===== config.mk =====
export PLATFORM = sky130hd
export DESIGN_NAME = string_to_integer_parser_core
export DESIGN_NICKNAME = d
export VERILOG_FILES = /design/src/rtl/s2i_pkg.sv /design/src/rtl/s2i_cfg_regs.sv /design/src/rtl/s2i_parse_unit.sv /design/src/rtl/s2i_out_reg.sv /design/src/rtl/string_to_integer_parser_core.sv
export VERILOG_INCLUDE_DIRS = /design/src /design/src/rtl
export SDC_FILE = /design/constraint.sdc
export NUM_CORES = 1
export LEC_CHECK = 0
export BUFFER_PORTS_ARGS = -buffer_cell sky130_fd_sc_hd__buf_4
export CORE_MARGIN = 2
export CORE_UTILIZATION = 45
export CTS_CLUSTER_SIZE = 16
export DETAILED_ROUTE_END_ITERATION = 12
export GPL_ROUTABILITY_DRIVEN = 0
export HOLD_SLACK_MARGIN = 0.05
export MAX_ROUTING_LAYER = met4
export SLEW_MARGIN = 10
export SYNTH_ARGS = -nofsm -noshare
export SYNTH_HDL_FRONTEND = slang
export SYNTH_SLANG_ARGS = --single-unit

===== constraint.sdc =====
create_clock -name clk -period 8.2 [get_ports clk]
set_input_delay 1.23 -clock clk [delete_from_list [all_inputs] [get_ports clk]]
set_output_delay 1.23 -clock clk [all_outputs]
set_load 0.05 [all_outputs]

===== src/rtl/assert_macros.svh =====
// ---------------------------------------------------------------------------
// assert_macros.svh
// Shared concurrent assertion macros for the integer parser RTL
// ---------------------------------------------------------------------------
`ifndef ASSERT_MACROS_SVH
`define ASSERT_MACROS_SVH

// same-cycle implication, checked out of reset
`define S2I_ASSERT_IMPLY(lbl, clk, rst_n, ante, cons) \
  lbl: assert property (@(posedge clk) disable iff (!rst_n) (ante) |-> (cons)) \
    else $error("assertion failed: same-cycle implication");

// next-cycle implication, checked out of reset
`define S2I_ASSERT_NEXT(lbl, clk, rst_n, ante, cons) \
  lbl: assert property (@(posedge clk) disable iff (!rst_n) (ante) |=> (cons)) \
    else $error("assertion failed: next-cycle implication");

`endif


===== src/rtl/s2i_pkg.sv =====
// ---------------------------------------------------------------------------
// s2i_pkg
// Shared constants, result type and character helpers for the parser
// ---------------------------------------------------------------------------
package s2i_pkg;

  localparam int unsigned INDEX_WIDTH_DEF = 16;
  localparam int unsigned VALUE_W         = 64;
  localparam int unsigned END_W           = 16;
  localparam int unsigned BASE_W          = 6;
  localparam int unsigned CHAR_W          = 8;
  localparam int unsigned CFG_DATA_W      = 32;
  localparam int unsigned CFG_ADDR_W      = 3;

  // register index, taken from the word address
  localparam logic [0:0] REG_NUMBER_BASE = 1'b0;

  localparam logic [BASE_W-1:0] BASE_RESET = 6'd10;
  localparam logic [BASE_W-1:0] MAX_RADIX  = 6'd36;
  localparam logic [BASE_W-1:0] NO_DIGIT   = 6'd63;
  localparam logic [BASE_W-1:0] RADIX_OCT  = 6'd8;
  localparam logic [BASE_W-1:0] RADIX_DEC  = 6'd10;
  localparam logic [BASE_W-1:0] RADIX_HEX  = 6'd16;
  localparam logic [BASE_W-1:0] RADIX_AUTO = 6'd0;
  localparam logic [BASE_W-1:0] RADIX_ONE  = 6'd1;
  localparam logic [BASE_W-1:0] LETTER_OFS = 6'd10;

  // parse phases
  localparam logic [2:0] PH_IDLE   = 3'd0;
  localparam logic [2:0] PH_LEAD   = 3'd1;
  localparam logic [2:0] PH_SIGNED = 3'd2;
  localparam logic [2:0] PH_ZERO   = 3'd3;
  localparam logic [2:0] PH_HEXPFX = 3'd4;
  localparam logic [2:0] PH_DIGITS = 3'd5;
  localparam logic [2:0] PH_DONE   = 3'd6;

  localparam logic [CHAR_W-1:0] CH_ZERO  = 8'h30;
  localparam logic [CHAR_W-1:0] CH_NINE  = 8'h39;
  localparam logic [CHAR_W-1:0] CH_LA    = 8'h61;
  localparam logic [CHAR_W-1:0] CH_LZ    = 8'h7a;
  localparam logic [CHAR_W-1:0] CH_UA    = 8'h41;
  localparam logic [CHAR_W-1:0] CH_UZ    = 8'h5a;
  localparam logic [CHAR_W-1:0] CH_LX    = 8'h78;
  localparam logic [CHAR_W-1:0] CH_UX    = 8'h58;
  localparam logic [CHAR_W-1:0] CH_PLUS  = 8'h2b;
  localparam logic [CHAR_W-1:0] CH_MINUS = 8'h2d;
  localparam logic [CHAR_W-1:0] CH_SPACE = 8'h20;
  localparam logic [CHAR_W-1:0] CH_TAB   = 8'h09;
  localparam logic [CHAR_W-1:0] CH_CR    = 8'h0d;

  typedef struct packed {
    logic [VALUE_W-1:0] value;
    logic [END_W-1:0]   end_idx;
    logic               bad;
  } res_t;

  // digit value of a character, NO_DIGIT for anything else
  function automatic logic [BASE_W-1:0] digit_of(input logic [CHAR_W-1:0] c);
    logic [CHAR_W-1:0] diff;
    diff = '0;
    if (c inside {[CH_ZERO:CH_NINE]}) begin
      diff = c - CH_ZERO;
      return diff[BASE_W-1:0];
    end else if (c inside {[CH_LA:CH_LZ]}) begin
      diff = c - CH_LA;
      return diff[BASE_W-1:0] + LETTER_OFS;
    end else if (c inside {[CH_UA:CH_UZ]}) begin
      diff = c - CH_UA;
      return diff[BASE_W-1:0] + LETTER_OFS;
    end
    return NO_DIGIT;
  endfunction

  function automatic logic is_space(input logic [CHAR_W-1:0] c);
    return (c == CH_SPACE) || (c inside {[CH_TAB:CH_CR]});
  endfunction

endpackage


===== src/rtl/s2i_cfg_regs.sv =====
// ---------------------------------------------------------------------------
// s2i_cfg_regs
// APB-style register slave holding the number base
// ---------------------------------------------------------------------------
module s2i_cfg_regs (
  input  logic                              clk,
  input  logic                              rst_n,
  input  logic                              psel,
  input  logic                              penable,
  input  logic                              pwrite,
  input  logic [s2i_pkg::CFG_ADDR_W-1:0]    paddr,
  input  logic [s2i_pkg::CFG_DATA_W-1:0]    pwdata,
  output logic [s2i_pkg::CFG_DATA_W-1:0]    prdata,
  output logic                              pready,
  output logic [s2i_pkg::BASE_W-1:0]        number_base
);
  import s2i_pkg::*;

  logic [BASE_W-1:0] base_r;
  logic              reg_hit;
  logic              wr_en;

  // byte offset bits are ignored
  assign reg_hit = (paddr[CFG_ADDR_W-1] == REG_NUMBER_BASE);
  assign wr_en   = psel && penable && pwrite && reg_hit;
  assign pready  = 1'b1;

  always_ff @(posedge clk) begin
    if (!rst_n) begin
      base_r <= BASE_RESET;
    end else if (wr_en) begin
      base_r <= pwdata[BASE_W-1:0];
    end
  end

  always_comb begin
    prdata = '0;
    if (reg_hit) begin
      prdata = CFG_DATA_W'(base_r);
    end
  end

  assign number_base = base_r;

endmodule


===== src/rtl/s2i_parse_unit.sv =====
// ---------------------------------------------------------------------------
// s2i_parse_unit
// Parse state and one-character step logic with multiply-accumulate
// ---------------------------------------------------------------------------
`include "assert_macros.svh"

module s2i_parse_unit #(
  parameter int unsigned INDEX_WIDTH = s2i_pkg::INDEX_WIDTH_DEF
) (
  input  logic                          clk,
  input  logic                          rst_n,
  input  logic                          in_vld,
  input  logic [s2i_pkg::CHAR_W-1:0]    in_char,
  input  logic                          in_start,
  input  logic [s2i_pkg::BASE_W-1:0]    number_base,
  input  logic                          out_space,
  output logic                          step_go,
  output logic                          res_load,
  output s2i_pkg::res_t                 res
);
  import s2i_pkg::*;

  localparam logic [INDEX_WIDTH-1:0] IDX_MAX = {INDEX_WIDTH{1'b1}};

  logic [2:0]             phase_r, phase_nxt;
  logic [VALUE_W-1:0]     acc_r,   acc_nxt;
  logic                   neg_r,   neg_nxt;
  logic [BASE_W-1:0]      base_r,  base_nxt;
  logic [INDEX_WIDTH-1:0] idx_r,   idx_nxt;

  logic [2:0]             ph_e;
  logic [VALUE_W-1:0]     acc_e;
  logic                   neg_e;
  logic [BASE_W-1:0]      base_e;
  logic [INDEX_WIDTH-1:0] idx_e;

  logic [BASE_W-1:0]      dig;
  logic [BASE_W-1:0]      base_s;
  logic [BASE_W-1:0]      base_z;
  logic [VALUE_W-1:0]     mac;
  logic [VALUE_W-1:0]     sval;
  logic                   emit_raw;
  logic                   adv;
  logic                   sig_path;
  logic                   base_bad;

  function automatic logic [END_W-1:0] to_end(input logic [INDEX_WIDTH-1:0] x);
    logic [31:0] w;
    w = 32'(x);
    return w[END_W-1:0];
  endfunction

  assign dig      = digit_of(in_char);
  assign base_bad = (number_base == RADIX_ONE) || (number_base > MAX_RADIX);
  assign mac      = acc_r * VALUE_W'(base_r) + VALUE_W'(dig);
  assign sval     = neg_r ? (VALUE_W'(0) - acc_r) : acc_r;

  always_comb begin
    // a string start discards whatever was in progress
    if (in_start) begin
      ph_e   = base_bad ? PH_IDLE : PH_LEAD;
      acc_e  = '0;
      neg_e  = 1'b0;
      base_e = number_base;
      idx_e  = '0;
    end else begin
      ph_e   = phase_r;
      acc_e  = acc_r;
      neg_e  = neg_r;
      base_e = base_r;
      idx_e  = idx_r;
    end

    phase_nxt = in_start ? PH_LEAD : phase_r;
    acc_nxt   = acc_e;
    neg_nxt   = neg_e;
    base_nxt  = base_e;
    idx_nxt   = idx_e;
    emit_raw  = 1'b0;
    adv       = 1'b0;
    sig_path  = 1'b0;
    res       = '0;
    base_s    = (base_e == RADIX_AUTO) ? RADIX_DEC : base_e;
    base_z    = (base_e == RADIX_AUTO) ? RADIX_OCT : base_e;

    if (in_start && base_bad) begin
      emit_raw  = 1'b1;
      res.bad   = 1'b1;
      phase_nxt = PH_DONE;
    end

    case (ph_e)
      PH_LEAD: begin
        if (is_space(in_char)) begin
          adv = 1'b1;
        end else if (in_char == CH_PLUS) begin
          phase_nxt = PH_SIGNED;
          adv       = 1'b1;
        end else if (in_char == CH_MINUS) begin
          neg_nxt   = 1'b1;
          phase_nxt = PH_SIGNED;
          adv       = 1'b1;
        end else begin
          sig_path = 1'b1;
        end
      end
      PH_SIGNED: begin
        sig_path = 1'b1;
      end
      PH_ZERO: begin
        if (in_char == CH_LX || in_char == CH_UX) begin
          base_nxt  = RADIX_HEX;
          phase_nxt = PH_HEXPFX;
          adv       = 1'b1;
        end else if (dig < base_z) begin
          // accumulator is still zero after the leading 0
          base_nxt  = base_z;
          acc_nxt   = VALUE_W'(dig);
          phase_nxt = PH_DIGITS;
          adv       = 1'b1;
        end else begin
          emit_raw    = 1'b1;
          res.end_idx = to_end(idx_e);
          phase_nxt   = PH_DONE;
        end
      end
      PH_HEXPFX: begin
        if (dig < RADIX_HEX) begin
          acc_nxt   = VALUE_W'(dig);
          phase_nxt = PH_DIGITS;
          adv       = 1'b1;
        end else begin
          // only the leading 0 counts as consumed
          emit_raw    = 1'b1;
          res.end_idx = to_end(idx_e - 1'b1);
          phase_nxt   = PH_DONE;
        end
      end
      PH_DIGITS: begin
        if (dig < base_e) begin
          acc_nxt = mac;
          adv     = 1'b1;
        end else begin
          emit_raw    = 1'b1;
          res.value   = sval;
          res.end_idx = to_end(idx_e);
          phase_nxt   = PH_DONE;
        end
      end
      default: begin
      end
    endcase

    // first significant character after whitespace and sign
    if (sig_path) begin
      if (in_char == CH_ZERO && (base_e == RADIX_AUTO || base_e == RADIX_HEX)) begin
        acc_nxt   = '0;
        phase_nxt = PH_ZERO;
        adv       = 1'b1;
      end else if (dig < base_s) begin
        base_nxt  = base_s;
        acc_nxt   = VALUE_W'(dig);
        phase_nxt = PH_DIGITS;
        adv       = 1'b1;
      end else begin
        base_nxt  = base_s;
        emit_raw  = 1'b1;
        phase_nxt = PH_DONE;
      end
    end

    if (adv && idx_e != IDX_MAX) begin
      idx_nxt = idx_e + 1'b1;
    end
  end

  assign step_go  = in_vld && (!emit_raw || out_space);
  assign res_load = step_go && emit_raw;

  always_ff @(posedge clk) begin
    if (!rst_n) begin
      phase_r <= PH_IDLE;
      acc_r   <= '0;
      neg_r   <= 1'b0;
      base_r  <= '0;
      idx_r   <= '0;
    end else if (step_go) begin
      phase_r <= phase_nxt;
      acc_r   <= acc_nxt;
      neg_r   <= neg_nxt;
      base_r  <= base_nxt;
      idx_r   <= idx_nxt;
    end
  end

  `S2I_ASSERT_IMPLY(a_bad_base_zero, clk, rst_n, res_load && res.bad, res.value == '0 && res.end_idx == '0)
  `S2I_ASSERT_IMPLY(a_load_has_space, clk, rst_n, res_load, out_space)
  `S2I_ASSERT_NEXT(a_done_after_result, clk, rst_n, res_load, phase_r == PH_DONE)
  `S2I_ASSERT_IMPLY(a_stray_char_silent, clk, rst_n, step_go && !in_start && (phase_r == PH_IDLE || phase_r == PH_DONE), !res_load)

endmodule


===== src/rtl/s2i_out_reg.sv =====
// ---------------------------------------------------------------------------
// s2i_out_reg
// Result holding register on the valid/ready output channel
// ---------------------------------------------------------------------------
module s2i_out_reg (
  input  logic          clk,
  input  logic          rst_n,
  input  logic          load,
  input  s2i_pkg::res_t res,
  input  logic          out_ready,
  output logic          space,
  output logic          out_valid,
  output s2i_pkg::res_t out_res
);
  import s2i_pkg::*;

  logic vld_r;
  res_t res_r;

  // room when empty or when the held transaction leaves this cycle
  assign space = !vld_r || out_ready;

  always_ff @(posedge clk) begin
    if (!rst_n) begin
      vld_r <= 1'b0;
    end else if (load) begin
      vld_r <= 1'b1;
    end else if (out_ready) begin
      vld_r <= 1'b0;
    end
  end

  always_ff @(posedge clk) begin
    if (load) begin
      res_r <= res;
    end
  end

  assign out_valid = vld_r;
  assign out_res   = res_r;

endmodule


===== src/rtl/string_to_integer_parser_core.sv =====
// ---------------------------------------------------------------------------
// string_to_integer_parser_core
// Streaming signed integer parser, one character per transaction
// ---------------------------------------------------------------------------
// Characters arrive on the in_ channel (valid/ready), in_string_start marking
// the first character of each string. At most one result per string leaves on
// the out_ channel: the signed value, the index of the first unused character
// and a flag for an invalid base. The base (2..36, 0 for auto-detect) is set
// through the cfg_ APB port and sampled at each string start.
// The character that ends the parse passes the input register, then
// the result register, whose load raises out_valid. Throughput: one character
// per cycle while no result waits for the output register; the step is a
// 64-bit by 6-bit multiply-accumulate between input register and parse state.
// Reset: base returns to 10, the parser goes idle and both registers empty.
// Stall: a held result does not block characters that give no result; the
// input stops only when a second result would need the output register.
// ---------------------------------------------------------------------------
module string_to_integer_parser_core #(
  parameter int unsigned INDEX_WIDTH = s2i_pkg::INDEX_WIDTH_DEF
) (
  input  logic                            clk,
  input  logic                            rst_n,
  input  logic                            in_valid,
  output logic                            in_ready,
  input  logic [s2i_pkg::CHAR_W-1:0]      in_char_in,
  input  logic                            in_string_start,
  output logic                            out_valid,
  input  logic                            out_ready,
  output logic signed [s2i_pkg::VALUE_W-1:0] out_parsed_value,
  output logic [s2i_pkg::END_W-1:0]       out_end_index,
  output logic                            out_base_invalid,
  input  logic                            cfg_psel,
  input  logic                            cfg_penable,
  input  logic                            cfg_pwrite,
  input  logic [s2i_pkg::CFG_ADDR_W-1:0]  cfg_paddr,
  input  logic [s2i_pkg::CFG_DATA_W-1:0]  cfg_pwdata,
  output logic [s2i_pkg::CFG_DATA_W-1:0]  cfg_prdata,
  output logic                            cfg_pready
);
  import s2i_pkg::*;

  logic              in_vld_r;
  logic [CHAR_W-1:0] in_char_r;
  logic              in_start_r;
  logic [BASE_W-1:0] number_base;
  logic              step_go;
  logic              res_load;
  logic              out_space;
  res_t              res;
  res_t              out_res;

  assign in_ready = !in_vld_r || step_go;

  always_ff @(posedge clk) begin
    if (!rst_n) begin
      in_vld_r <= 1'b0;
    end else if (in_ready) begin
      in_vld_r <= in_valid;
    end
  end

  always_ff @(posedge clk) begin
    if (in_ready && in_valid) begin
      in_char_r  <= in_char_in;
      in_start_r <= in_string_start;
    end
  end

  s2i_cfg_regs u_cfg (
    .clk         (clk),
    .rst_n       (rst_n),
    .psel        (cfg_psel),
    .penable     (cfg_penable),
    .pwrite      (cfg_pwrite),
    .paddr       (cfg_paddr),
    .pwdata      (cfg_pwdata),
    .prdata      (cfg_prdata),
    .pready      (cfg_pready),
    .number_base (number_base)
  );

  s2i_parse_unit #(
    .INDEX_WIDTH (INDEX_WIDTH)
  ) u_parse (
    .clk         (clk),
    .rst_n       (rst_n),
    .in_vld      (in_vld_r),
    .in_char     (in_char_r),
    .in_start    (in_start_r),
    .number_base (number_base),
    .out_space   (out_space),
    .step_go     (step_go),
    .res_load    (res_load),
    .res         (res)
  );

  s2i_out_reg u_out (
    .clk       (clk),
    .rst_n     (rst_n),
    .load      (res_load),
    .res       (res),
    .out_ready (out_ready),
    .space     (out_space),
    .out_valid (out_valid),
    .out_res   (out_res)
  );

  assign out_parsed_value = out_res.value;
  assign out_end_index    = out_res.end_idx;
  assign out_base_invalid = out_res.bad;

endmodule

# Word level (Yosys, flattened, before mapping)
# Index checks and enable logic that the tools add are counted.
# word_totals
register_bits	188
in_bits	51
output_inout_bits	116
# classes
addsub	9
n_mul	1
order_cmp	13
n_eq_ne	14
muxes	79
n_bitwise	2
n_reduce_logical	26
# ops
cell	n
$mux W64	9
$pmux W64 S3	1
$mux W16	6
$mux W6	13
$add A64 B6 Y64	1
$mul A64 B6 Y64	1
$sub A1 B64 Y64 const A	1
$pmux W16 S3	1
$eq A8 B6 Y1 const B	4
$mux W1	32
$mux W3	9
$lt A6 B6 Y1	3
$add A16 B1 Y16 const B	1
$eq A8 B7 Y1 const B	2
$ge A8 B7 Y1 const B	2
$le A8 B7 Y1 const B	2
$ne A16 B16 Y1 const B	1
$sub A16 B1 Y16 const B	1
$logic_and A1 B1 Y1	13
$add A6 B4 Y6 const B	2
$pmux W3 S4	1
$sub A6 B6 Y6 const B	2
$ge A8 B4 Y1 const B	1
$ge A8 B6 Y1 const B	1
20 further kinds	34

# Depth between registers and ports, before layout
# Gate-level depths: netlist of run 1.
# logic_depth
depth_word	18
mapped_depth	22
depth_no_buf	22

# Modules after synthesis
# A second synthesis of run 1 with hierarchy kept.
# hier_totals
cells_unflattened	2619
hier_area_um2	22760.6
# modules_own_cells
mod	instances	cells_each	area_each_um2	seq_area_each_um2
s2i_parse_unit	1	2458	19428.6	1801.7
s2i_out_reg	1	85	2481.1	2452.4
s2i_cfg_regs	1	62	523.0	120.1
string_to_integer_parser_core	1	14	327.8	290.3

# Worst setup path after synthesis of run 1
# Ideal clock, no wire load.
# synth_path
path_type	flip-flop to flip-flop
from	register in_char_r[0]
to	register u_out.res_r (netlist bit u_out.out_res[0]) (enable)
arrival_time_ns	8.167
slack_ns	-0.489
stages_incl_launch_ff	21
synth_period_minus_slack_ns	8.689
path_cell_list	edfxtp_1 inv_1 ha_1 or4b_4 a21oi_2 o21ai_2 o21ai_1 o21ai_0 o21ai_0 ha_1 a21o_1 a21o_1 a21o_1 a221oi_1 o21a_1 o22ai_1 clkbuf_1 o31ai_1 nand2_1 buf_2 nor2_1
# synth_via
elab_chain_len	17
word_cells_on_any_way	53
classes_between	add/sub: 5; order compare: 12; eq/ne: 6; mux: 19; reduce/logical: 11
# synth_rtl
element	line	rtl
start: declaration	string_to_integer_parser_core.sv:43	logic [CHAR_W-1:0] in_char_r;
start signal: assignment	string_to_integer_parser_core.sv:64	in_char_r <= in_char_in;
$sub A6 B1 Y6, or another cell as far along	s2i_pkg.sv:68	diff = c - CH_UA;
$add A6 B4 Y6 / $logic_and A1 B1 Y1 (equally long branches)	s2i_pkg.sv:69, s2i_pkg.sv:67	
$mux W6 / $mux W1 (equally long branches)	s2i_pkg.sv:67	end else if (c inside {[CH_UA:CH_UZ]}) begin
$mux W6 / $mux W1 (equally long branches)	s2i_pkg.sv:64	end else if (c inside {[CH_LA:CH_LZ]}) begin
$mux W6 / $mux W1 (equally long branches)	s2i_pkg.sv:61	if (c inside {[CH_ZERO:CH_NINE]}) begin
$mux W6	s2i_pkg.sv:71	return NO_DIGIT;
$lt A6 B6 Y1	s2i_parse_unit.sv:115	end else if (dig < base_z) begin
$mux W1	s2i_parse_unit.sv:115	
[... 2 more ...]	n/a	
$mux W1	s2i_parse_unit.sv:160	end else if (dig < base_s) begin
$mux W1	s2i_parse_unit.sv:156	if (in_char == CH_ZERO && (base_e == RADIX_AUTO || base_e == RADIX_HEX)) begin
$mux W1 (*)	s2i_parse_unit.sv:155	if (sig_path) begin
$logic_not A1 Y1	s2i_parse_unit.sv:177	assign step_go = in_vld && (!emit_raw || out_space);
$logic_or A1 B1 Y1	s2i_parse_unit.sv:177	
$logic_and A1 B1 Y1	s2i_parse_unit.sv:177	
$logic_and A1 B1 Y1 (*)	s2i_parse_unit.sv:178	assign res_load = step_go && emit_raw;
net res_load	string_to_integer_parser_core.sv:47	logic res_load;
end signal: assignment	s2i_out_reg.sv:35	res_r <= res;
end: declaration	s2i_out_reg.sv:18	res_t res_r;
# Mark *: on every way through the listed nets, which the timed path passes. The rest lies on a longest branch. The select of a mux whose other input is x is not followed.
# A chain may end at the register's enable or synchronous reset.

# Final worst setup path of run 1
# layout_path
from	register in_char_r[0]
to	output in_ready
# layout_via
elab_chain_len	17
word_cells_on_any_way	53
classes_between	add/sub: 5; order compare: 12; eq/ne: 6; mux: 19; reduce/logical: 11
# layout_rtl
element	line	rtl
$sub A6 B1 Y6, or another cell as far along	s2i_pkg.sv:68	
$add A6 B4 Y6 / $logic_and A1 B1 Y1 (equally long branches)	s2i_pkg.sv:69, s2i_pkg.sv:67	
$mux W6 / $mux W1 (equally long branches)	s2i_pkg.sv:67	
$mux W6 / $mux W1 (equally long branches)	s2i_pkg.sv:64	
$mux W6 / $mux W1 (equally long branches)	s2i_pkg.sv:61	
$mux W6	s2i_pkg.sv:71	
$lt A6 B6 Y1	s2i_parse_unit.sv:115	
$mux W1	s2i_parse_unit.sv:115	
$mux W1	s2i_parse_unit.sv:111	if (in_char == CH_LX || in_char == CH_UX) begin
$pmux W1 S3	s2i_parse_unit.sv:92	case (ph_e)
$mux W1	s2i_parse_unit.sv:160	
$mux W1	s2i_parse_unit.sv:156	
$mux W1 (*)	s2i_parse_unit.sv:155	
$logic_not A1 Y1 (*)	s2i_parse_unit.sv:177	
$logic_or A1 B1 Y1 (*)	s2i_parse_unit.sv:177	
$logic_and A1 B1 Y1 (*)	s2i_parse_unit.sv:177	
$logic_or A1 B1 Y1 (*)	string_to_integer_parser_core.sv:52	assign in_ready = !in_vld_r || step_go;
end: declaration	string_to_integer_parser_core.sv:24	output logic in_ready,
# Mark *: on every way between the ends. The rest lies on a longest branch, timed or not. The select of a mux whose other input is x is not followed.

==> metrics, run 1 <==
Vert. Die Dim=227 µm; total length of routed wires=63.1 mm; vias per cell=slightly below 6; CTS Buf Count=17; Total Routing Usage GR=26.0%; final-layout worst hold slack=about 0.45 ns; fraction of the cycle the final worst path needs=89.6%; clock tree from TritonCTS=done; Residual DRC=0; prevailing post-synth register cell=dfxtp_1; clock tree root driver cell=clkbuf_16; top achievable clock speed=about 0.14 GHz; outcome=finished, final reports clean; min-delay worst type=flop to flop; initial core utilization=between 40% and 50%; number of detailed-route iterations in the first pass=6; post-layout instance area=approximately 24000 µm²; top cell type's share of synthesized area=21.4%; most heavily used metal layer in global routing=met2; number of max-cap violations=0; count of flip-flops with a built-in enable after synthesis=90; top post-synthesis cells by area=fa_1 21%, edfxtp_1 12%, dfxtp_1 8.8%, ha_1 8.4%, and2_1 6.5%; met3 track demand over resource in global routing=2.93%; total power divided by cell area=90.7 nW/µm²; element type at the critical path end=output pin; setup repair after global routing missed its margin=no; share of final-layout standard cells stronger than drive strength 1=8.10%; # fillers=4691; Site Rows=81; TritonCTS sink count=about 190; x dimension of the die=~230 µm; pin count of the biggest net entering global routing=65; half-perimeter wire length after detailed placement=roughly 47 mm; worst endpoint data arrival time=6.12 ns; post-synthesis average cell area=8.80 µm²; accumulated negative setup slack=0 ns; area of the mapped netlist=22400 µm²; final setup skew=0.0127 ns; H-tree levels=4; number of buffers inserted by port buffering=111; leak pwr=roughly 11 nW; net total in the final layout=2972; number of library cell types mapped by synthesis=87; dominant cell type by area after synthesis=fa_1; critical path type=flop to output pin; Post-DRT Antenna Nets=0; post-synthesis register bit count=188; sequential area share after synthesis=20.8%; I/O pin cnt=167; cell count after synthesis=between 2000 and 3000; Max-slew headroom=approximately a quarter; cell area reported after detailed placement=23500 µm²; CTS resizes=0; hold violation count in the final report=0; Peak supply drop=112 µV; global-route track usage on met2=42.2%; # hold bufs at CTS=0; endpoint required time on the critical path=6.97 ns; largest fanout of any net on the critical path=11; Clk pin slew, worst setup/hold paths=0.08 ns; area of the core=49100 µm²; GR Util met1=34.1%; Final Setup Violations=0; critical path startpoint category=flop; max-slew violation count=0; Tightest Pin Transition=1.14 ns; maximum number of buffers from clock root to sink=2; initial antenna violation count=1; Sequential Area=4670 µm²; Die Footprint=around 52000 µm²; clk_lat worst skew=0.50 ns; gr ovfl total=0; number of global-route vias before repair=18700; final total power=2.19 mW; Warnings, synthesis=0; count of routing violations after the opening detailed-route iteration=1352; total via count after detailed routing=18600; fraction of registers with async set or reset after synthesis=0%; area used by multi-input combinational logic=approximately 16000 µm²; routed length per placed instance=19.7 µm; signed area change from the synthesized netlist to the final layout=7.56%; number of buffers inserted to repair setup after CTS=0; final critical-path required period=7.35 ns; wire length of the first global-routing pass=102 mm
worst paths after layout:
| kind | start | endpoint | slack [ns] | cells past startpoint |
|---|---|---|---|---|
| setup / recovery | in_char_r[0] | in_ready | 0.85 | 19 |
| hold reg to reg | u_parse.neg_r | u_parse.neg_r | 0.45 | 2 |
| hold / removal | u_parse.neg_r | u_parse.neg_r | 0.45 | 2 |
| setup reg to reg | in_char_r[0] | u_out.out_res[73] | 1.47 | 21 |
placed cells by master, fill, tap and decap left out, drive strengths merged, types with 8 or more instances in the layout:
cell / count
nand2: 289
fa: 240
and2: 233
inv: 196
nor2: 158
ha: 151
buf: 138
a21oi: 115
o21ai: 110
dfxtp: 98
edfxtp: 90
xor2: 83
a22o: 52
a21o: 49
xnor2: 49
nand3: 36
nor3: 29
o31ai: 28
nand4: 27
conb: 27
and3: 24
or3: 24
o22ai: 19
clkbuf: 19
nor2b: 18
mux2i: 17
nor4: 16
a31oi: 15
or4: 14
o21bai: 13
o211ai: 12
o41ai: 11
or2: 11
o21a: 10
nand2b: 9
a211oi: 9
a22oi: 8
a31o: 8
synthesized netlist by cell type, drive strengths merged (8+ instances only):
cell type and count:
a211oi 9, a21o 49, a21oi 115, a22o 52, a22oi 8, a31o 8, a31oi 15, and2 233
and3 24, buf 47, clkbuf 152, dfxtp 98, edfxtp 90, fa 240, ha 151, inv 186
mux2i 17, nand2 289, nand2b 9, nand3 36, nand4 27, nor2 158, nor2b 18, nor3 29
nor4 16, o211ai 12, o21a 10, o21ai 110, o21bai 13, o22ai 19, o31ai 28, o41ai 11
or2 11, or3 24, or4 14, xnor2 49, xor2 83
power breakdown:
group | internal, mW | total, mW | switching [mW] | leakage (nW)
logic | 0.0788 | 0.307 | 0.228 | 9.22
registers | 1.00 | 1.03 | 0.0265 | 1.64
clock network | 0.421 | 0.847 | 0.426 | 0.291
total | 1.50 | 2.19 | 0.681 | 11.1
per-layer routing:
layer | wire (µm) | vias to the layer above
met5 | 0 | -
met4 | 1610 | 0
met3 | 3610 | 102
met2 | 30300 | 656
met1 | 27600 | 9284
li1 | - | 8589
sequential cells by signal (all words and copies together), names as in the netlist:
| register | cells |
|---|---|
| u_parse.neg_r | 1 |
| u_parse.acc_r | 64 |
| u_out.out_res | 81 |
| u_parse.base_r | 6 |
| in_start_r | 1 |
| u_out.out_valid | 1 |
| u_parse.idx_r | 16 |
| u_cfg.number_base | 6 |
| in_char_r | 8 |
| in_vld_r | 1 |
| u_parse.phase_r | 3 |
worst max-delay path, stage by stage (launching register included):
cell and delay, ns:
edfxtp_1 0.56, inv_1 0.14, ha_1 0.26, or4b_4 0.50, a21oi_2 0.16, o21ai_2 0.11, o21ai_1 0.30, o21ai_0 0.11
o21ai_0 0.18, buf_4 0.19, ha_1 0.25, a21o_1 0.18, a21o_1 0.17, a21o_1 0.17, a221oi_1 0.56, o21a_1 0.37
o22ai_1 0.39, o31a_1 0.62, nand2_1 0.18, buf_4 0.21
through the flow:
stage,cells,utilization [%],setup slack (ns)
after floorplan,2572,-,0.894
after global placement,3175,48.0,1.57
after detailed placement,3175,48.0,1.44
after CTS,3207,49.1,0.882
after global routing,3208,49.1,0.441
final,3208,49.1,0.849
kinds of logic (layout without fill, tap and decap cells):
| logic type | count (synthesis) | in the layout | share of synthesized area (%) |
|---|---|---|---|
| AO/OA/AOI/OAI | 524 | 524 | 16.0 |
| XOR/XNOR | 132 | 132 | 5.16 |
| adder cells (fa/ha/maj) | 391 | 391 | 29.9 |
| buffers and inverters | 385 | 356 | 7.02 |
| flip-flops | 188 | 188 | 20.8 |
| multiplexers | 19 | 19 | 0.860 |
| other | 2 | 28 | 0.0335 |
| AND/OR/NAND/NOR | 906 | 906 | 20.3 |
final cells by class:
cell class | count | share of cell area [%]
multi-input cells | 1999 | 67.6
flip-flops and latches | 188 | 19.4
repair buffers | 138 | 4.30
well taps | 664 | 3.45
inverters | 186 | 2.90
clock buffers | 19 | 1.93
clock inverters | 13 | 0.421
diodes | 1 | 0.0104
Note: power is estimated with default switching activity, not from simulation.
==> run 2, diff against run 1 <==
Settings changed: CORE_ASPECT_RATIO set to 0.7.
==> run 2 against run 1 <==
Global-route usage is 0.12 points lower. Clock skew increased by 0.0042 ns. Register-to-register slack got worse by 0.30 ns. Critical endpoint unchanged. Core utilization is 0.18 points lower. Wire length rose by 0.64%. Critical path depth shrank 1. Largest cell class unchanged. First-iteration DRC count increased by 8.7%. Non-clock buffer count down 6.
==> metrics, run 2 (same netlist as run 1, synthesis figures left out) <==
outcome=finished, final reports clean; final worst-path setup slack=0.527 ns; number of max-cap violations=0; Post-Place Worst Slack=1.13 ns; wire length of the first global-routing pass=103 mm; final setup skew=0.0169 ns; worst endpoint data arrival time=6.44 ns; total via count after detailed routing=18600; element type at the critical path end=output pin; Vert. Die Dim=191 µm; Max-slew headroom=24.1%; critical path startpoint category=flop; Die Footprint=51600 µm²; worst hold path depth=2; # fillers=4679; final core utilization=about half; critical-path cell with the highest stage delay=o21ai_0; initial antenna violation count=0; final cell count without fillers=3202; signed area change from the synthesized netlist to the final layout=7.62%; number of buffers and inverters on the critical path=2; leak pwr=11.1 nW; area of the core=49300 µm²; vias per cell=5.82; total power divided by cell area=around 93 nW/µm²; CTS resizes=0; setup repair after global routing missed its margin=no; CTS Buf Count=17; cell area reported after detailed placement=about 23000 µm²; Total Routing Usage GR=approximately a quarter; largest fanout of any net on the critical path=11; clock tree from TritonCTS=done; FF-to-FF setup slack=1.17 ns; top achievable clock speed=around 0.13 GHz; highest-count cells in the layout ignoring fill and taps=288 x nand2_1, 240 x fa_1, 232 x and2_1, 186 x inv_1, 156 x nor2_1; share of final-layout standard cells stronger than drive strength 1=under 10%; I/O pin cnt=167; final critical-path required period=7.67 ns; critical path's top delay family=compound AO/OA/AOI/OAI gates; x dimension of the die=271 µm; depth of the worst register-to-register path=20; hold violation count in the final report=0; min-delay worst type=flop to flop; count of routing violations after the opening detailed-route iteration=about 1500; Ant. Diodes=0; # hold bufs at CTS=0; Residual DRC=0; fraction of the cycle the final worst path needs=between 90% and 100%; chain of cells forming the critical path=inv_1, ha_1, or4b_4, a21oi_2, o21ai_2, o21ai_1, o21ai_0, o21ai_0, ha_1, a21o_1, a21o_1, a21o_1, a221oi_1, o21a_1, o22ai_1, o31a_1, nand2_1, buf_4; accumulated negative setup slack=0 ns; routed length per placed instance=19.8 µm; Tightest Pin Transition=1.14 ns; pin count of the biggest net entering global routing=55; commonest non-fill, non-tap cell in the layout=nand2_1; net total in the final layout=2966; initial core utilization=45.5%; max FFs per register=81; Post-DRT Antenna Nets=0; TritonCTS sink count=around 190; CP startpoint=in_char_r[0]; number of global-route vias before repair=about 19000; Clk pin slew, worst setup/hold paths=0.08 ns; clock tree root driver cell=clkbuf_16; Site Rows=a little under 70; final total power=2.25 mW; number of buffers inserted to repair setup after CTS=0; Peak supply drop=148 µV; endpoint required time on the critical path=6.97 ns; Placed Cells incl. Taps=~3200; number of buffers inserted by port buffering=~110; max-slew violation count=0; reg-to-reg startpoint=in_char_r[0]; total length of routed wires=63.5 mm; Final Setup Violations=0; cell occurring most often along the worst timing path=a21o_1; worst reg2reg endpoint=u_out.out_res[45]; maximum number of buffers from clock root to sink=2; CP peak stage delay=about 0.66 ns; post-layout instance area=24100 µm²; cell count along the critical path=18; final-layout worst hold slack=around 0.52 ns; gr ovfl total=0; H-tree levels=4; critical path type=flop to output pin; number of detailed-route iterations in the first pass=7; clk_lat worst skew=0.49 ns; CP Capture Point=in_ready; half-perimeter wire length after detailed placement=47.6 mm
-- run 2: changes by cell type in the layout (fill, tap and decap cells not counted), sizes merged --
cell / before / now
inv: 196 / 194
clkinv: 3 / 5
buf: 138 / 132
diode: 1 / 0
-- run 2: worst min path at each step --
stage                            from                 to
floorplan           u_parse.idx_r[15]  u_parse.idx_r[15]
global placement    u_parse.idx_r[15]  u_parse.idx_r[15]
detailed placement  u_parse.idx_r[15]  u_parse.idx_r[15]
CTS                 u_parse.idx_r[15]  u_parse.idx_r[15]
global route        u_parse.idx_r[15]  u_parse.idx_r[15]
finish              u_parse.idx_r[15]  u_parse.idx_r[15]
-- run 2: worst register-to-register path: stages (launching register included) --
cell	delay [ns]
edfxtp_1	0.56
inv_1	0.15
ha_1	0.25
or4b_4	0.49
a21oi_2	0.16
o21ai_2	0.11
o21ai_1	0.31
o21ai_0	0.11
o21ai_0	0.66
ha_1	0.38
a21o_1	0.18
a21o_1	0.18
a21o_1	0.17
a221oi_1	0.48
o21a_1	0.40
o22ai_1	0.42
o31ai_1	0.56
nand2_1	0.10
buf_4	0.25
nor2_4	0.12
buf_4	0.55
-- run 2: report_power, final --
part | internal (mW) | total [mW] | switching, mW | leakage (nW)
clock | 0.440 | 0.909 | 0.469 | 0.306
sequential | 1.00 | 1.03 | 0.0281 | 1.64
combinational | 0.0767 | 0.305 | 0.228 | 9.19
-- run 2: cell type report --
cell class	count	area [µm²]	area share [%]
Clock inverter	13	161	0.670
Multi-Input combinational cell	1999	16300	67.6
Sequential cell	188	4670	19.4
Timing Repair Buffer	132	991	4.11
Inverter	186	698	2.90
Tap cell	665	832	3.45
Clock buffer	19	464	1.93
-- run 2: metal layers --
layer	vias to the layer above	wire, µm	GRT usage, %
met5	-	0	-
met2	732	26600	36.6
li1	8585	-	-
met3	52	5430	5.78
met1	9258	31000	38.4
met4	0	556	4.12
